`config.mk`:
```
export PLATFORM = sky130hd
export DESIGN_NAME = bstf_ctrl
export DESIGN_NICKNAME = d
export VERILOG_FILES = /design/src/hdl/bstf_pkg.sv /design/src/hdl/bstf_ctrl.sv
export VERILOG_INCLUDE_DIRS = /design/src /design/src/hdl
export SDC_FILE = /design/constraint.sdc
export NUM_CORES = 1
export LEC_CHECK = 0
export ABC_AREA = 0
export BUFFER_PORTS_ARGS = -buffer_cell sky130_fd_sc_hd__buf_2
export CORE_AREA = 2 2 39 41
export CTS_CLUSTER_DIAMETER = 150
export DETAILED_ROUTE_END_ITERATION = 8
export DIE_AREA = 0 0 41 43
export SLEW_MARGIN = 20
export SYNTH_ARGS = -nofsm -noshare
export SYNTH_HDL_FRONTEND = slang
export SYNTH_SLANG_ARGS = --single-unit
```
`constraint.sdc`:
```
create_clock -name clk -period 1.4 [get_ports clk]
set_clock_uncertainty 0.15 [all_clocks]
set_input_delay 0.14 -clock clk [delete_from_list [all_inputs] [get_ports clk]]
set_output_delay 0.14 -clock clk [all_outputs]
set_load 0.01 [all_outputs]
```
`src/hdl/bitmap_set_test_find_engine_defines.svh`:
```
// assertion macros shared by the bitmap engine modules
// expects clk and rst_n in the scope of each use
`ifndef BITMAP_SET_TEST_FIND_ENGINE_DEFINES_SVH
`define BITMAP_SET_TEST_FIND_ENGINE_DEFINES_SVH

// property that holds at every edge outside reset
`define BSTF_ASSERT(lbl, prop, msg) \
    lbl: assert property (@(posedge clk) disable iff (!rst_n) (prop)) else $error(msg);

// antecedent at one edge implies consequent at the next
`define BSTF_ASSERT_NEXT(lbl, ante, cons, msg) \
    lbl: assert property (@(posedge clk) disable iff (!rst_n) (ante) |=> (cons)) else $error(msg);

`endif

```
`src/hdl/bstf_pkg.sv`:
```
// types, constants and helper functions of the bitmap engine
// no dependencies; used by every module of the block
package bstf_pkg;

    localparam int WORD_BITS    = 32;
    localparam int WORD_LSB     = 5;
    localparam int CAPACITY_DEF = 65536;
    localparam int INDEX_W      = 16;
    localparam int SIZE_W       = 17;
    localparam logic [SIZE_W-1:0] SIZE_RESET = 17'd65536;

    typedef enum logic [1:0] {
        OP_WRITE     = 2'd0,
        OP_TEST      = 2'd1,
        OP_FIND_NEXT = 2'd2,
        OP_FIND_PREV = 2'd3
    } op_t;

    typedef enum logic [1:0] {
        ST_CLEAR,
        ST_IDLE,
        ST_EVAL,
        ST_PUT
    } ctrl_state_t;

    typedef struct packed {
        op_t                op;
        logic [INDEX_W-1:0] index;
        logic               bit_value;
    } in_item_t;

    typedef struct packed {
        logic               found;
        logic [INDEX_W-1:0] position;
        logic               status;
        logic [SIZE_W-1:0]  matching_count;
    } out_item_t;

    // controller to datapath
    typedef struct packed {
        logic load;
        logic advance;
        logic res_set;
        logic wr_en;
        logic clr_en;
        logic put;
    } cmd_t;

    // datapath to controller
    typedef struct packed {
        op_t  op;
        logic in_range;
        logic scan_done;
        logic clr_last;
        logic out_free;
    } stat_t;

    // index of the lowest set bit of a word
    function automatic logic [WORD_LSB-1:0] lowest_set(input logic [WORD_BITS-1:0] w);
        logic [WORD_LSB-1:0] p;
        p = '0;
        for (int i = WORD_BITS - 1; i >= 0; i--)
        begin
            if (w[i])
            begin
                p = WORD_LSB'(i);
            end
        end
        return p;
    endfunction

    // index of the highest set bit of a word
    function automatic logic [WORD_LSB-1:0] highest_set(input logic [WORD_BITS-1:0] w);
        logic [WORD_LSB-1:0] p;
        p = '0;
        for (int i = 0; i < WORD_BITS; i++)
        begin
            if (w[i])
            begin
                p = WORD_LSB'(i);
            end
        end
        return p;
    endfunction

endpackage

```
`src/hdl/bstf_ctrl.sv`:
```
// sequencer of the bitmap engine: clearing pass, accept, scan, result hand-off
// depends on bstf_pkg and the shared assertion macros
`include "bitmap_set_test_find_engine_defines.svh"

module bstf_ctrl
    import bstf_pkg::*;
(
    input  logic  clk,
    input  logic  rst_n,
    input  logic  in_valid,
    output logic  in_stall,
    input  stat_t status,
    output cmd_t  cmd
);

    ctrl_state_t state_reg;
    ctrl_state_t state_next;

    // state register
    always_ff @(posedge clk or negedge rst_n)
    begin
        if (!rst_n)
        begin
            state_reg <= ST_CLEAR;
        end
        else
        begin
            state_reg <= state_next;
        end
    end

    // next state
    always_comb
    begin
        state_next = state_reg;
        case (state_reg)
            ST_CLEAR:
            begin
                if (status.clr_last)
                begin
                    state_next = ST_IDLE;
                end
            end
            ST_IDLE:
            begin
                if (in_valid)
                begin
                    state_next = status.in_range ? ST_EVAL : ST_PUT;
                end
            end
            ST_EVAL:
            begin
                if (status.op == OP_WRITE || status.op == OP_TEST || status.scan_done)
                begin
                    state_next = ST_PUT;
                end
            end
            ST_PUT:
            begin
                if (status.out_free)
                begin
                    state_next = ST_IDLE;
                end
            end
            default:
            begin
                state_next = ST_CLEAR;
            end
        endcase
    end

    // command outputs
    always_comb
    begin
        cmd      = '0;
        in_stall = 1'b1;
        case (state_reg)
            ST_CLEAR:
            begin
                cmd.clr_en = 1'b1;
            end
            ST_IDLE:
            begin
                in_stall = 1'b0;
                cmd.load = in_valid;
            end
            ST_EVAL:
            begin
                cmd.wr_en = (status.op == OP_WRITE);
                if (status.op == OP_WRITE || status.op == OP_TEST)
                begin
                    cmd.res_set = 1'b1;
                end
                else
                begin
                    cmd.res_set = status.scan_done;
                    cmd.advance = !status.scan_done;
                end
            end
            ST_PUT:
            begin
                cmd.put = status.out_free;
            end
            default:
            begin
                cmd = '0;
            end
        endcase
    end

    // an accepted beat always leaves the idle state
    `BSTF_ASSERT_NEXT(a_accept_busy, in_valid && !in_stall, state_reg != ST_IDLE, "accept did not start work")

endmodule

```
==> flow_metrics.tcl <==
set metrics [dict create \
    slew_viol_final 0 \
    min_period_over_period 1.047 \
    grt_pass1_vias 295 \
    drt_iter0_drc 0 \
    synth_commonest_cells "inv_1, ha_1, and2_1, dfrtp_1, nand2b_2" \
    ant_nets 0 \
    worst_slew_pin_slew_ns 0.1796 \
    clockBufferDepth 2 \
    hold_slack_ns 0.07927 \
    fp-row-count 14 \
    slew_headroom 0.8803 \
    critPathMaxFanout 4 \
    core_area_um2 1384 \
    gr-total-overflow 0 \
    synth_cells 25 \
    path_clk_slew_ns 0.03 \
    critPathLaunchType "flip-flop" \
    synthTopCellsByArea "dfrtp_1, ha_1, inv_1" \
    drcViolationCount 0 \
    yosysTopAreaCell "dfrtp_1" \
    drt-pass1-iter-count 1 \
    ys_warn_count 0 \
    final-setup-viol-count 6 \
    finalHoldViolCount 0 \
    largest_reg_flops 2 \
    multi_input_area_um2 255.2 \
    clk_latency_ns 0.22 \
    post-dp-hpwl_um 448.8 \
    vias_per_cell 4.000 \
    power_density_nw_per_um2 2056 \
    hold_path.class "primary input to async pin" \
    fmax_mhz 681.9 \
    yosysMostFrequentCell "inv_1" \
    worst_ep_arrival_time_ns 1.18 \
    cts_buffers 3 \
    synth-seq-cells 2 \
    grt_pass1_wl_mm 1.083 \
    via_count 264 \
    fin_tns_setup_ns -0.2315 \
    status "finished with violations" \
    max_stage_delay_ns 0.46 \
    root_buffer "clkbuf_4" \
    crit_type "flip-flop to primary output" \
    clock_sinks 2 \
    reg2reg_setup_slack_ns -0.06 \
    syn-num-nets 38 \
    antenna_found_initial 0 \
    synth.top_cell.area_share 0.2041 \
    drv_cap 0 \
    gp_congestion 0.7160 \
    seq_area_um2 51.30 \
    fillerInstances 144 \
    die_w_um 41 \
    dieArea_um2 1763 \
    async_flop_share 1.000 \
    grt_usage 0.09538 \
    syn_to_final_growth_pct 122.4 \
    syn_area_um2 245.2 \
    fin_area_um2 545.5 \
    die_h_um 43 \
    ys_seq_area_frac 0.2041 \
    ioPinCount 16 \
    ys_types 14 \
    timing.final.ws_setup_ns -0.06647 \
    cp_slowest_cell "dfrtp_2" \
    start_util 0.1772 \
    placed_area_um2 357.8 \
    ys.flop_type "dfrtp_1" \
    n_antenna_cell 0 \
    end_kind "primary output" \
    postRouteWirelength_um 634 \
    failed_checks "setup timing" \
    grt_max_degree 5 \
    finalWorstPathRequiredPeriod_ns 1.466 \
    path_buf_inv 2 \
    crit_path_cell_trace "inv_4, ha_4, and2_4, buf_6" \
    routedWlPerCell_um 9.606 \
    cpLargestDelayFamily "flip-flops" \
    nets 65 \
    rsz0062_at_grt "yes" \
    cts-htree-levels 1 \
    synth_edf_count 0 \
    peakVddDrop_mv 0.8931 \
    drive_above_1_share 0.8800 \
    crit_required_ns 1.11 \
    cts_tree "done" \
    syn_area_per_cell_um2 9.809 \
    portBuffers 15 \
    leakagePower_nw 0.2805 \
]
[logic make-up (layout without fill, tap and decap cells)]
group,Yosys count,in the layout,synth area share
adder cells (fa/ha/maj),4,4,0.2041
buffers and inverters,6,31,0.09183
flip-flops,2,2,0.2041
AO/OA/AOI/OAI,3,3,0.08673
multiplexers,1,1,0.06121
AND/OR/NAND/NOR,9,9,0.3520
[placed cells by master, fill, tap and decap left out, types with 2 or more instances in the layout]
cell,Yosys,layout
nand2b_4,1,3
clkbuf_4,0,3
inv_4,0,2
inv_2,0,3
ha_4,0,4
and2_4,0,2
buf_2,0,10
buf_4,0,4
buf_6,0,7
[worst paths after layout]
kind / startpoint / endpoint / cells past startpoint
max in group asynchronous: rst_n / state_reg[1]$_DFFE_PN0P_ / 2
hold reg to reg: state_reg[1]$_DFFE_PN0P_ / state_reg[1]$_DFFE_PN0P_ / 1
hold / removal: rst_n / state_reg[1]$_DFFE_PN0P_ / 2
min in group clk: status[3] / state_reg[0]$_DFFE_PN0P_ / 3
setup reg to reg: state_reg[1]$_DFFE_PN0P_ / state_reg[1]$_DFFE_PN0P_ / 5
setup / recovery: state_reg[1]$_DFFE_PN0P_ / cmd[5] / 4
[area by class of cell]
cell class | instances | share of cell area
Inverter | 6 | 0.05046
Tap cell | 16 | 0.03670
Multi-Input combinational cell | 17 | 0.4679
Timing Repair Buffer | 22 | 0.3096
Sequential cell | 2 | 0.09404
Clock buffer | 3 | 0.04128
[layer usage]
layer,global-route usage,part of all wire,vias up
met5,0,0,-
met4,0.08000,0.017,0
met3,0.03141,0.073,2
met2,0.1500,0.50,14
met1,0.09325,0.40,116
li1,-,-,132
[metrics by stage]
step	setup WS, ns	power [W]	std cells	util
after floorplan	0.001057	0.0005055	25	-
after global placement	-0.05805	0.0006201	56	0.2586
after detailed placement	-0.07141	0.0006329	56	0.2586
after CTS	-0.09389	0.0009730	65	0.3481
after global routing	-0.1084	0.001217	66	0.3942
final	-0.06647	0.001121	66	0.3942
[power by group]
group          total [W]  switching (W)  internal, W  leakage [nW]
Sequential      0.000146      0.0000533    0.0000931        0.0213
Combinational   0.000847       0.000340     0.000507         0.245
Clock           0.000128      0.0000335    0.0000946        0.0138
[timing repair]
item / 4_1_cts / 5_1_grt
setup endpoints to repair: 7 / 9
hold endpoints to repair: 2 / 0
gates resized for setup: 13 / 11
hold buffers: 1 / 0
pin swaps: 2 / 4
buffers inserted: 5 / 1
Note: power is estimated with default switching activity, not from simulation.
